$ cat src/ste_pkg.sv
// Shared types and constants for the software timer event table.
package ste_pkg;

    // Default sizes
    localparam int NUM_SLOTS_DEF = 16;
    localparam int TIME_BITS_DEF = 32;
    localparam int TAG_BITS_DEF  = 16;

    // Input operation codes (tuser of the input stream)
    localparam logic OP_TICK     = 1'b0;
    localparam logic OP_SCHEDULE = 1'b1;

    // Schedule result codes
    localparam logic SCHED_STORED = 1'b0;
    localparam logic SCHED_FULL   = 1'b1;

    // Controller states
    typedef enum logic [2:0] {
        ST_IDLE,
        ST_SCAN,
        ST_UPDATE,
        ST_SCHED,
        ST_DONE
    } state_t;

    // Controller to datapath commands
    typedef struct packed {
        logic load_tick;
        logic load_sched;
        logic scan;
        logic update;
        logic sched;
        logic emit;
    } cmd_t;

    // Datapath to controller status
    typedef struct packed {
        logic hit;
        logic scan_end;
        logic slot_free;
        logic table_full;
        logic out_free;
    } status_t;

endpackage

$ cat src/ste_ram.sv
// Generic single-port-write, single-port-read RAM with registered read data.
module ste_ram #(
    parameter int WIDTH = 8,
    parameter int DEPTH = 16,
    localparam int AW = $clog2(DEPTH)
) (
    input  logic             clk,
    input  logic             we,
    input  logic [AW-1:0]    waddr,
    input  logic [WIDTH-1:0] wdata,
    input  logic [AW-1:0]    raddr,
    output logic [WIDTH-1:0] rdata
);

    logic [WIDTH-1:0] mem [DEPTH];

    // Write port
    always_ff @(posedge clk)
    begin
        if (we)
        begin
            mem[waddr] <= wdata;
        end
    end

    // Registered read port
    always_ff @(posedge clk)
    begin
        rdata <= mem[raddr];
    end

endmodule

$ cat src/ste_ctrl.sv
// Controller state machine: sequences tick scans and schedule searches.
module ste_ctrl (
    input  logic              clk,
    input  logic              rst_n,
    input  logic              in_valid,
    input  logic              in_op,
    output logic              in_ready,
    input  ste_pkg::status_t  sts,
    output ste_pkg::cmd_t     cmd
);

    ste_pkg::state_t state_reg;
    ste_pkg::state_t state_next;

    // State register
    always_ff @(posedge clk or negedge rst_n)
    begin
        if (!rst_n)
        begin
            state_reg <= ste_pkg::ST_IDLE;
        end
        else
        begin
            state_reg <= state_next;
        end
    end

    // Next state
    always_comb
    begin
        state_next = state_reg;
        unique case (state_reg)
            ste_pkg::ST_IDLE:
            begin
                if (in_valid)
                begin
                    state_next = (in_op == ste_pkg::OP_SCHEDULE) ? ste_pkg::ST_SCHED
                                                                 : ste_pkg::ST_SCAN;
                end
            end
            ste_pkg::ST_SCAN:
            begin
                if (sts.hit)
                begin
                    state_next = ste_pkg::ST_UPDATE;
                end
                else if (sts.scan_end)
                begin
                    state_next = ste_pkg::ST_DONE;
                end
            end
            ste_pkg::ST_UPDATE:
            begin
                state_next = ste_pkg::ST_DONE;
            end
            ste_pkg::ST_SCHED:
            begin
                if (sts.slot_free || sts.table_full)
                begin
                    state_next = ste_pkg::ST_DONE;
                end
            end
            ste_pkg::ST_DONE:
            begin
                if (sts.out_free)
                begin
                    state_next = ste_pkg::ST_IDLE;
                end
            end
            default:
            begin
                state_next = ste_pkg::ST_IDLE;
            end
        endcase
    end

    // Outputs
    always_comb
    begin
        in_ready       = (state_reg == ste_pkg::ST_IDLE);
        cmd.load_tick  = (state_reg == ste_pkg::ST_IDLE) && in_valid
                         && (in_op == ste_pkg::OP_TICK);
        cmd.load_sched = (state_reg == ste_pkg::ST_IDLE) && in_valid
                         && (in_op == ste_pkg::OP_SCHEDULE);
        cmd.scan       = (state_reg == ste_pkg::ST_SCAN);
        cmd.update     = (state_reg == ste_pkg::ST_UPDATE);
        cmd.sched      = (state_reg == ste_pkg::ST_SCHED);
        cmd.emit       = (state_reg == ste_pkg::ST_DONE);
    end

endmodule

$ cat src/ste_dp.sv
// Datapath: time counter, slot table, valid bits, scan pointer and output register.
module ste_dp #(
    parameter int NUM_SLOTS = ste_pkg::NUM_SLOTS_DEF,
    parameter int TIME_BITS = ste_pkg::TIME_BITS_DEF,
    parameter int TAG_BITS  = ste_pkg::TAG_BITS_DEF,
    localparam int SLOT_W   = $clog2(NUM_SLOTS)
) (
    input  logic                 clk,
    input  logic                 rst_n,
    input  ste_pkg::cmd_t        cmd,
    output ste_pkg::status_t     sts,
    input  logic [TIME_BITS-1:0] in_due,
    input  logic [TIME_BITS-1:0] in_period,
    input  logic [TAG_BITS-1:0]  in_tag,
    input  logic                 out_ready,
    output logic                 out_valid,
    output logic                 out_fired,
    output logic [SLOT_W-1:0]    out_fired_slot,
    output logic [TAG_BITS-1:0]  out_fired_tag,
    output logic                 out_status,
    output logic [SLOT_W-1:0]    out_assigned,
    output logic [TIME_BITS-1:0] out_time
);

    localparam int CNT_W = $clog2(NUM_SLOTS + 1);
    localparam int RAM_W = 2 * TIME_BITS + TAG_BITS;
    localparam logic [SLOT_W-1:0] LAST_SLOT = SLOT_W'(NUM_SLOTS - 1);
    localparam logic [CNT_W-1:0]  CNT_END   = CNT_W'(NUM_SLOTS);

    // Control state
    logic [TIME_BITS-1:0] time_reg;
    logic [NUM_SLOTS-1:0] valid_reg;
    logic [CNT_W-1:0]     cnt_reg;
    logic                 cmp_vld_reg;
    logic                 out_valid_reg;

    // Payload
    logic [TIME_BITS-1:0] due_reg;
    logic [TIME_BITS-1:0] period_reg;
    logic [TAG_BITS-1:0]  tag_reg;
    logic [SLOT_W-1:0]    cmp_idx_reg;
    logic [TIME_BITS-1:0] hit_period_reg;
    logic                 res_fired_reg;
    logic [SLOT_W-1:0]    res_slot_reg;
    logic [TAG_BITS-1:0]  res_tag_reg;
    logic                 res_status_reg;
    logic [SLOT_W-1:0]    res_assigned_reg;
    logic                 out_fired_reg;
    logic [SLOT_W-1:0]    out_fired_slot_reg;
    logic [TAG_BITS-1:0]  out_fired_tag_reg;
    logic                 out_status_reg;
    logic [SLOT_W-1:0]    out_assigned_reg;
    logic [TIME_BITS-1:0] out_time_reg;

    // RAM signals
    logic                 ram_we;
    logic [SLOT_W-1:0]    ram_waddr;
    logic [RAM_W-1:0]     ram_wdata;
    logic [SLOT_W-1:0]    ram_raddr;
    logic [RAM_W-1:0]     ram_rdata;

    logic [SLOT_W-1:0]    idx;
    logic                 cnt_in_range;
    logic [TIME_BITS-1:0] rd_due;
    logic [TIME_BITS-1:0] rd_period;
    logic [TAG_BITS-1:0]  rd_tag;
    logic                 hit;
    logic                 out_free;
    logic                 load_any;

    // Slot table: word is {tag, period, due}
    ste_ram #(
        .WIDTH(RAM_W),
        .DEPTH(NUM_SLOTS)
    ) u_table (
        .clk   (clk),
        .we    (ram_we),
        .waddr (ram_waddr),
        .wdata (ram_wdata),
        .raddr (ram_raddr),
        .rdata (ram_rdata)
    );

    // Scan pointer and read decode
    assign idx          = cnt_reg[SLOT_W-1:0];
    assign cnt_in_range = (cnt_reg < CNT_END);
    assign ram_raddr    = cnt_in_range ? idx : '0;
    assign rd_due       = ram_rdata[TIME_BITS-1:0];
    assign rd_period    = ram_rdata[2*TIME_BITS-1:TIME_BITS];
    assign rd_tag       = ram_rdata[RAM_W-1:2*TIME_BITS];
    assign load_any     = cmd.load_tick || cmd.load_sched;

    // Due check on the slot read last cycle
    assign hit      = cmp_vld_reg && valid_reg[cmp_idx_reg] && (time_reg >= rd_due);
    assign out_free = !out_valid_reg || out_ready;

    always_comb
    begin
        sts.hit        = hit;
        sts.scan_end   = cmp_vld_reg && (cmp_idx_reg == LAST_SLOT) && !hit;
        sts.slot_free  = !valid_reg[idx];
        sts.table_full = valid_reg[idx] && (idx == LAST_SLOT);
        sts.out_free   = out_free;
    end

    // Table write: store a new event or rearm a fired one
    always_comb
    begin
        ram_we    = 1'b0;
        ram_waddr = idx;
        ram_wdata = {tag_reg, period_reg, due_reg};
        if (cmd.update)
        begin
            ram_we    = (hit_period_reg != '0);
            ram_waddr = res_slot_reg;
            ram_wdata = {res_tag_reg, hit_period_reg, time_reg + hit_period_reg};
        end
        else if (cmd.sched)
        begin
            ram_we = !valid_reg[idx];
        end
    end

    // Control registers
    always_ff @(posedge clk or negedge rst_n)
    begin
        if (!rst_n)
        begin
            time_reg      <= '0;
            valid_reg     <= '0;
            cnt_reg       <= '0;
            cmp_vld_reg   <= 1'b0;
            out_valid_reg <= 1'b0;
        end
        else
        begin
            if (cmd.load_tick)
            begin
                time_reg <= time_reg + TIME_BITS'(1);
            end

            if (load_any)
            begin
                cnt_reg     <= '0;
                cmp_vld_reg <= 1'b0;
            end
            else if (cmd.scan)
            begin
                if (cnt_in_range)
                begin
                    cnt_reg <= cnt_reg + CNT_W'(1);
                end
                cmp_vld_reg <= cnt_in_range;
            end
            else if (cmd.sched)
            begin
                if (valid_reg[idx])
                begin
                    cnt_reg <= cnt_reg + CNT_W'(1);
                end
                else
                begin
                    valid_reg[idx] <= 1'b1;
                end
            end

            // one-shot event frees its slot
            if (cmd.update && (hit_period_reg == '0))
            begin
                valid_reg[res_slot_reg] <= 1'b0;
            end

            if (cmd.emit && out_free)
            begin
                out_valid_reg <= 1'b1;
            end
            else if (out_ready)
            begin
                out_valid_reg <= 1'b0;
            end
        end
    end

    // Payload registers
    always_ff @(posedge clk)
    begin
        if (load_any)
        begin
            due_reg          <= in_due;
            period_reg       <= in_period;
            tag_reg          <= in_tag;
            res_fired_reg    <= 1'b0;
            res_slot_reg     <= '0;
            res_tag_reg      <= '0;
            res_status_reg   <= ste_pkg::SCHED_STORED;
            res_assigned_reg <= '0;
        end

        if (cmd.scan)
        begin
            cmp_idx_reg <= idx;
            if (hit)
            begin
                res_fired_reg  <= 1'b1;
                res_slot_reg   <= cmp_idx_reg;
                res_tag_reg    <= rd_tag;
                hit_period_reg <= rd_period;
            end
        end

        if (cmd.sched)
        begin
            if (!valid_reg[idx])
            begin
                res_assigned_reg <= idx;
                res_status_reg   <= ste_pkg::SCHED_STORED;
            end
            else if (idx == LAST_SLOT)
            begin
                res_status_reg <= ste_pkg::SCHED_FULL;
            end
        end

        if (cmd.emit && out_free)
        begin
            out_fired_reg      <= res_fired_reg;
            out_fired_slot_reg <= res_slot_reg;
            out_fired_tag_reg  <= res_tag_reg;
            out_status_reg     <= res_status_reg;
            out_assigned_reg   <= res_assigned_reg;
            out_time_reg       <= time_reg;
        end
    end

    assign out_valid      = out_valid_reg;
    assign out_fired      = out_fired_reg;
    assign out_fired_slot = out_fired_slot_reg;
    assign out_fired_tag  = out_fired_tag_reg;
    assign out_status     = out_status_reg;
    assign out_assigned   = out_assigned_reg;
    assign out_time       = out_time_reg;

endmodule

$ cat src/software_timer_event_table.sv
// Top level of the software timer event table.
//
// Input stream (s_axis): one word per request. tuser selects the operation:
// tick (advance the time counter by one and fire at most one due event) or
// schedule (store a new event in the lowest free slot). tdata carries the
// due time, repeat period and tag; they are ignored on a tick.
// Output stream (m_axis): exactly one result word per request, carrying the
// fired slot and tag, the schedule status and slot, and the time counter.
// Throughput: one request at a time. A tick walks the slot table one slot a
// cycle through the table RAM's single read port; when a slot fires, the
// UPDATE state writes the rearmed due time back. A schedule walks the
// valid bits.
// Reset clears the time counter and all valid bits at once; the table RAM
// itself is not cleared since only written slots are ever valid.
// A result sits in the output register until taken; the block accepts the
// next request meanwhile and holds that one's result back while stalled.
module software_timer_event_table #(
    parameter int NUM_SLOTS  = ste_pkg::NUM_SLOTS_DEF,
    parameter int TIME_BITS  = ste_pkg::TIME_BITS_DEF,
    parameter int TAG_BITS   = ste_pkg::TAG_BITS_DEF,
    localparam int SLOT_W    = $clog2(NUM_SLOTS),
    localparam int IN_BITS   = 2 * TIME_BITS + TAG_BITS,
    localparam int IN_W      = ((IN_BITS + 7) / 8) * 8,
    localparam int OUT_BITS  = 2 * SLOT_W + TAG_BITS + TIME_BITS,
    localparam int OUT_W     = ((OUT_BITS + 7) / 8) * 8
) (
    input  logic             clk,
    input  logic             rst_n,
    input  logic             s_axis_tvalid,
    output logic             s_axis_tready,
    // due_time, repeat_period, event_tag (from bit 0 up), zero padded
    input  logic [IN_W-1:0]  s_axis_tdata,
    // operation
    input  logic             s_axis_tuser,
    output logic             m_axis_tvalid,
    input  logic             m_axis_tready,
    // fired_slot, fired_tag, assigned_slot, current_time (from bit 0 up), zero padded
    output logic [OUT_W-1:0] m_axis_tdata,
    // fired, schedule_status (from bit 0 up)
    output logic [1:0]       m_axis_tuser
);

    ste_pkg::cmd_t        cmd;
    ste_pkg::status_t     sts;

    logic                 out_fired;
    logic [SLOT_W-1:0]    out_fired_slot;
    logic [TAG_BITS-1:0]  out_fired_tag;
    logic                 out_status;
    logic [SLOT_W-1:0]    out_assigned;
    logic [TIME_BITS-1:0] out_time;

    ste_ctrl u_ctrl (
        .clk      (clk),
        .rst_n    (rst_n),
        .in_valid (s_axis_tvalid),
        .in_op    (s_axis_tuser),
        .in_ready (s_axis_tready),
        .sts      (sts),
        .cmd      (cmd)
    );

    ste_dp #(
        .NUM_SLOTS (NUM_SLOTS),
        .TIME_BITS (TIME_BITS),
        .TAG_BITS  (TAG_BITS)
    ) u_dp (
        .clk            (clk),
        .rst_n          (rst_n),
        .cmd            (cmd),
        .sts            (sts),
        .in_due         (s_axis_tdata[TIME_BITS-1:0]),
        .in_period      (s_axis_tdata[2*TIME_BITS-1:TIME_BITS]),
        .in_tag         (s_axis_tdata[IN_BITS-1:2*TIME_BITS]),
        .out_ready      (m_axis_tready),
        .out_valid      (m_axis_tvalid),
        .out_fired      (out_fired),
        .out_fired_slot (out_fired_slot),
        .out_fired_tag  (out_fired_tag),
        .out_status     (out_status),
        .out_assigned   (out_assigned),
        .out_time       (out_time)
    );

    // Result word packing
    assign m_axis_tdata = OUT_W'({out_time, out_assigned, out_fired_tag, out_fired_slot});
    assign m_axis_tuser = {out_status, out_fired};

endmodule

$ cat config.mk
export PLATFORM = sky130hd
export DESIGN_NAME = software_timer_event_table
export DESIGN_NICKNAME = d
export VERILOG_FILES = /design/src/ste_pkg.sv /design/src/ste_ram.sv /design/src/ste_ctrl.sv /design/src/ste_dp.sv /design/src/software_timer_event_table.sv
export SDC_FILE = /design/constraint.sdc
export NUM_CORES = 2
export LEC_CHECK = 0
export ABC_CLOCK_PERIOD_IN_PS = 8580
export BUFFER_PORTS_ARGS = -buffer_cell sky130_fd_sc_hd__buf_2
export CAP_MARGIN = 20
export CORE_MARGIN = 1
export CORE_UTILIZATION = 40
export CTS_CLUSTER_DIAMETER = 120
export DETAILED_ROUTE_END_ITERATION = 6
export GPL_TIMING_DRIVEN = 1
export MAX_ROUTING_LAYER = met4
export PLACE_DENSITY = 0.65
export SYNTH_ARGS = -nofsm -noshare
export SYNTH_HDL_FRONTEND = slang
export SYNTH_SLANG_ARGS = --single-unit
$ cat constraint.sdc
create_clock -name clk -period 8.58 [get_ports clk]
set_input_delay 0.429 -clock clk [delete_from_list [all_inputs] [get_ports clk]]
set_output_delay 0.429 -clock clk [all_outputs]
set_load 0.05 [all_outputs]
==> Flow_metrics.wiki <==
{| class="wikitable"
! Metric !! Value
|-
| Switching part of the total || 33.8%
|-
| Total global routing track utilization || between 20 and 25%
|-
| Average size of a mapped cell || approximately 15 sq um
|-
| Max clock buf depth || 3
|-
| Routed wire length || roughly 180000 microns
|-
| Synthesized-area fraction occupied by ao, oa, aoi and oai cells || under 10%
|-
| Final count of pins violating max slew || 0
|-
| Total power divided by cell area || 326 mW/mm^2
|-
| Capturing element type of the critical path || flip-flop
|-
| Average wire per standard cell || roughly 25 microns
|-
| Most used flip-flop cell after synthesis || sky130_fd_sc_hd__edfxtp_1
|-
| Fraction of the mapped netlist area in adder cells || under 10%
|-
| Number of register bits inferred by synthesis || between 1500 and 2000
|-
| Largest register by flop count || u_dp.u_table.mem
|-
| Post-synth net total || around 4600
|-
| Total number of nets in the final design || 4809
|-
| Int Pwr || roughly 0.016 W
|-
| Die Footprint || 0.163 sq mm
|-
| Final min period || between 4000 and 5000 ps
|-
| Xor/xnor share of the synthesized area || 0.786%
|-
| Final hold slack || between 150 and 200 ps
|-
| Placed wire-length estimate after detailed placement || roughly 100000 microns
|-
| Register-to-register setup slack || 3600 ps
|-
| Initial cell density of the core || about two fifths
|-
| Mapped cell area || around 0.065 sq mm
|-
| Final hold vios || 0
|-
| Unrepaired setup endpoints after global routing || no
|-
| CTS tree || done
|-
| Seq/Total Area, Yosys || between 70% and 80%
|-
| Combinational group share of total power || a little over a quarter
|-
| Result of the run || finished with violations
|-
| Core Rows || around 150
|-
| Congestion Overflow GR || 0
|-
| Violation count after the first detailed-routing iteration || roughly 4400
|-
| Sum of negative setup slack || 0 ps
|-
| Number of antenna violations at the first check in global routing || 2
|-
| # Max-Cap Violations || 0
|-
| Pre-CTS WS || roughly 3600 ps
|-
| Final estimated routing congestion in global placement || approximately 0.88
|-
| Static leakage || ~26 nW
|-
| Cell taking the most area after synthesis || sky130_fd_sc_hd__edfxtp_1
|-
| Part of the cycle the worst path needs || ~58%
|-
| Registers with the most flip-flops || u_dp.u_table.mem: 1280 flops, u_dp.u_table.rdata: 80 flops
|-
| Maximum VDD drop || roughly 0.32 mV
|-
| Number of detailed-route iterations in the first pass || 7
|-
| Critical-path maximum fanout || 43
|-
| Data arrival at the endpoint of the critical path || ~5400 ps
|-
| Clock network fraction of design power || between 20% and 30%
|-
| Violated checks || DRC
|-
| Register share of total power || 43.3%
|-
| Vias/cell || 5.68
|-
| Final WS setup || approximately 3600 ps
|-
| Net switching component of the power || between 0.008 and 0.009 W
|-
| Number of global-route vias before repair || about 38000
|-
| Slew at the pin closest to its max-slew limit || between 1000 and 1500 ps
|-
| EDFF count, synth || roughly 1500
|-
| Main combinational cell family by area after synthesis || compound AO/OA/AOI/OAI gates
|-
| Kind of start point of the critical path || flip-flop
|-
| Count of different cell masters after synthesis || 68
|-
| Clock skew || between 60 and 70 ps
|-
| Number of buffers created by CTS || 169
|-
| Clock latency at the later pin of the worst-skew pair || slightly above 800 ps
|-
| Clk Tree Root Cell || sky130_fd_sc_hd__clkbuf_16
|-
| Simple-Gate Fraction of Synth Area || around 6.7%
|-
| Port buffer count || about 140
|-
| Crit Path Class || flip-flop to flip-flop
|-
| Total core area || 0.160 sq mm
|-
| Number of clock sinks seen by CTS || 1618
|-
| Share of cells above drive strength 1 || between 10% and 20%
|-
| Highest attainable clock frequency || ~0.2 GHz
|-
| Remaining number of nets flagged by the antenna check after routing || 0
|-
| H-tree Lvls || 4
|-
| Share of Yosys cell area claimed by the top area cell type || about two thirds
|-
| Inserted Diodes || 0
|-
| Cells resized by post-CTS repair || 0
|-
| DRC errors left || 2
|-
| Syn Inst Count || roughly 4400
|-
| Portion of netlist area occupied by mux cells || under 10%
|-
| Largest net degree at the start of global routing || roughly 130
|-
| Via count || roughly 40000
|-
| Die height || between 400 and 500 microns
|-
| Number of setup violations in the final report || 0
|-
| Total of warnings raised by yosys || 0
|-
| First-pass GRT wire length || between 200000 and 300000 microns
|-
| Min-delay worst type || input pin to flip-flop
|-
| Ys async rst share || between 3 and 4%
|-
| Worst-path clk slew || roughly 60 ps
|-
| Dominant cells by area after synthesis || sky130_fd_sc_hd__edfxtp_1 (68%), sky130_fd_sc_hd__mux2i_1 (4.1%), sky130_fd_sc_hd__nand2_1 (3.3%)
|-
| Worst max-slew margin expressed relative to the limit || between 20 and 25%
|-
| Max FFs per register || between 1000 and 1500
|-
| Data required, critical path || 8990 ps
|-
| Area added between synthesis and finish || 15.2%
|-
| Chip Width || 404 microns
|-
| Ports placed on the boundary || 145
|}
==> final timing paths <==
| path | from | to | cells after the start |
|---|---|---|---|
| hold / removal | s_axis_tvalid | u_ctrl.state_reg[1] | 5 |
| hold reg to reg | u_dp.u_table.rdata[32] | u_dp.hit_period_reg[0] | 0 |
| max in group asynchronous | rst_n | u_dp.cnt_reg[2] | 3 |
| setup reg to reg | u_dp.cnt_reg[0] | u_dp.u_table.mem[2][70] | 9 |
| min in group asynchronous | rst_n | u_dp.time_reg[4] | 3 |
| setup / recovery | u_dp.cnt_reg[0] | u_dp.u_table.mem[2][70] | 9 |
==> metal layers <==
layer  track usage [%]  part of all wire (%)  vias to the layer above
li1                  -                     -                    17326
met1              30.5                    43                    20141
met2              33.4                    46                     1820
met3              3.33                   8.6                      271
met4              5.64                   2.1                        0
met5                 -                     0                        -
==> through the flow <==
step	total power [W]	cells	instance area, sq um	util (%)
floorplan	0.0146	4438	64600	-
global placement	0.0170	6556	68000	42.4
detailed placement	0.0171	6560	68100	42.4
CTS	0.0243	6961	74400	46.4
global route	0.0252	6962	74400	46.4
finish	0.0242	6962	74400	46.4
==> cell type report <==
cell class,instances,area [sq um]
Fill cell,13895,86000
Sequential cell,1618,47300
Multi-Input combinational cell,2469,16200
Clock buffer,243,4730
Tap cell,2160,2700
Timing Repair Buffer,320,2420
Clock inverter,75,798
Inverter,77,297
==> power groups by stage <==
stage	clock [W]	combinational, W	sequential, W
finish	0.00715	0.00659	0.0105
global route	0.00758	0.00706	0.0105
CTS	0.00726	0.00654	0.0105
detailed placement	0	0.00648	0.0106
global placement	0	0.00636	0.0106
floorplan	0	0.00412	0.0105
==> placed cells by master (no fill, tap or decap), drive strengths merged, types with 36 or more instances in the layout <==
master,netlist,layout
clkinv,0,58
mux2,164,164
edfxtp,1454,1454
dlygate4sd3,0,83
inv,77,86
o21ai,213,213
nand2,571,571
ha,68,68
a22oi,80,80
dfrtp,58,58
nor2,141,141
clkbuf,228,243
dfxtp,106,106
o31ai,83,83
nand3,103,103
nor3,92,92
buf,46,237
a21oi,290,290
xnor2,36,36
o221ai,82,82
mux2i,263,263
a211oi,85,85
==> repair_timing <==
action | CTS | global route
buffers inserted | 0 | 0
endpoints found under the hold margin | 141 | 0
hold buffers | 83 | 0
==> synthesized netlist by cell type (29+ instances only) <==
cell type                  count
sky130_fd_sc_hd__edfxtp_1   1454
sky130_fd_sc_hd__buf_1        29
sky130_fd_sc_hd__nand2_1     571
sky130_fd_sc_hd__o31ai_1      83
sky130_fd_sc_hd__o221ai_1     82
sky130_fd_sc_hd__nor3_1       91
sky130_fd_sc_hd__mux2i_1     263
sky130_fd_sc_hd__xnor2_1      36
sky130_fd_sc_hd__o21ai_0     213
sky130_fd_sc_hd__nor2_1      141
sky130_fd_sc_hd__a22oi_1      80
sky130_fd_sc_hd__a21oi_1     290
sky130_fd_sc_hd__clkbuf_1    228
sky130_fd_sc_hd__a211oi_1     85
sky130_fd_sc_hd__dfxtp_1     106
sky130_fd_sc_hd__inv_1        77
sky130_fd_sc_hd__nand3_1     103
sky130_fd_sc_hd__dfrtp_1      58
sky130_fd_sc_hd__mux2_2      164
sky130_fd_sc_hd__ha_1         68
==> critical path: stages, from the launching register on <==
cell	delay, ps
sky130_fd_sc_hd__dfrtp_4	860
sky130_fd_sc_hd__mux4_2	600
sky130_fd_sc_hd__mux2_2	290
sky130_fd_sc_hd__mux2i_1	280
sky130_fd_sc_hd__nor2b_1	190
sky130_fd_sc_hd__buf_4	290
sky130_fd_sc_hd__a22o_1	240
sky130_fd_sc_hd__nand2_1	250
sky130_fd_sc_hd__nor2_4	760
sky130_fd_sc_hd__buf_4	710
==> cell families (layout without fill, tap and decap cells) <==
family                   count (synthesis)  count (layout)
AND/OR/NAND/NOR                        997             997
buffers and inverters                  351             715
multiplexers                           436             436
XOR/XNOR                                58              58
AO/OA/AOI/OAI                          909             909
flip-flops                            1618            1618
adder cells (fa/ha/maj)                 69              69
Power figures use the tool's default switching activity.
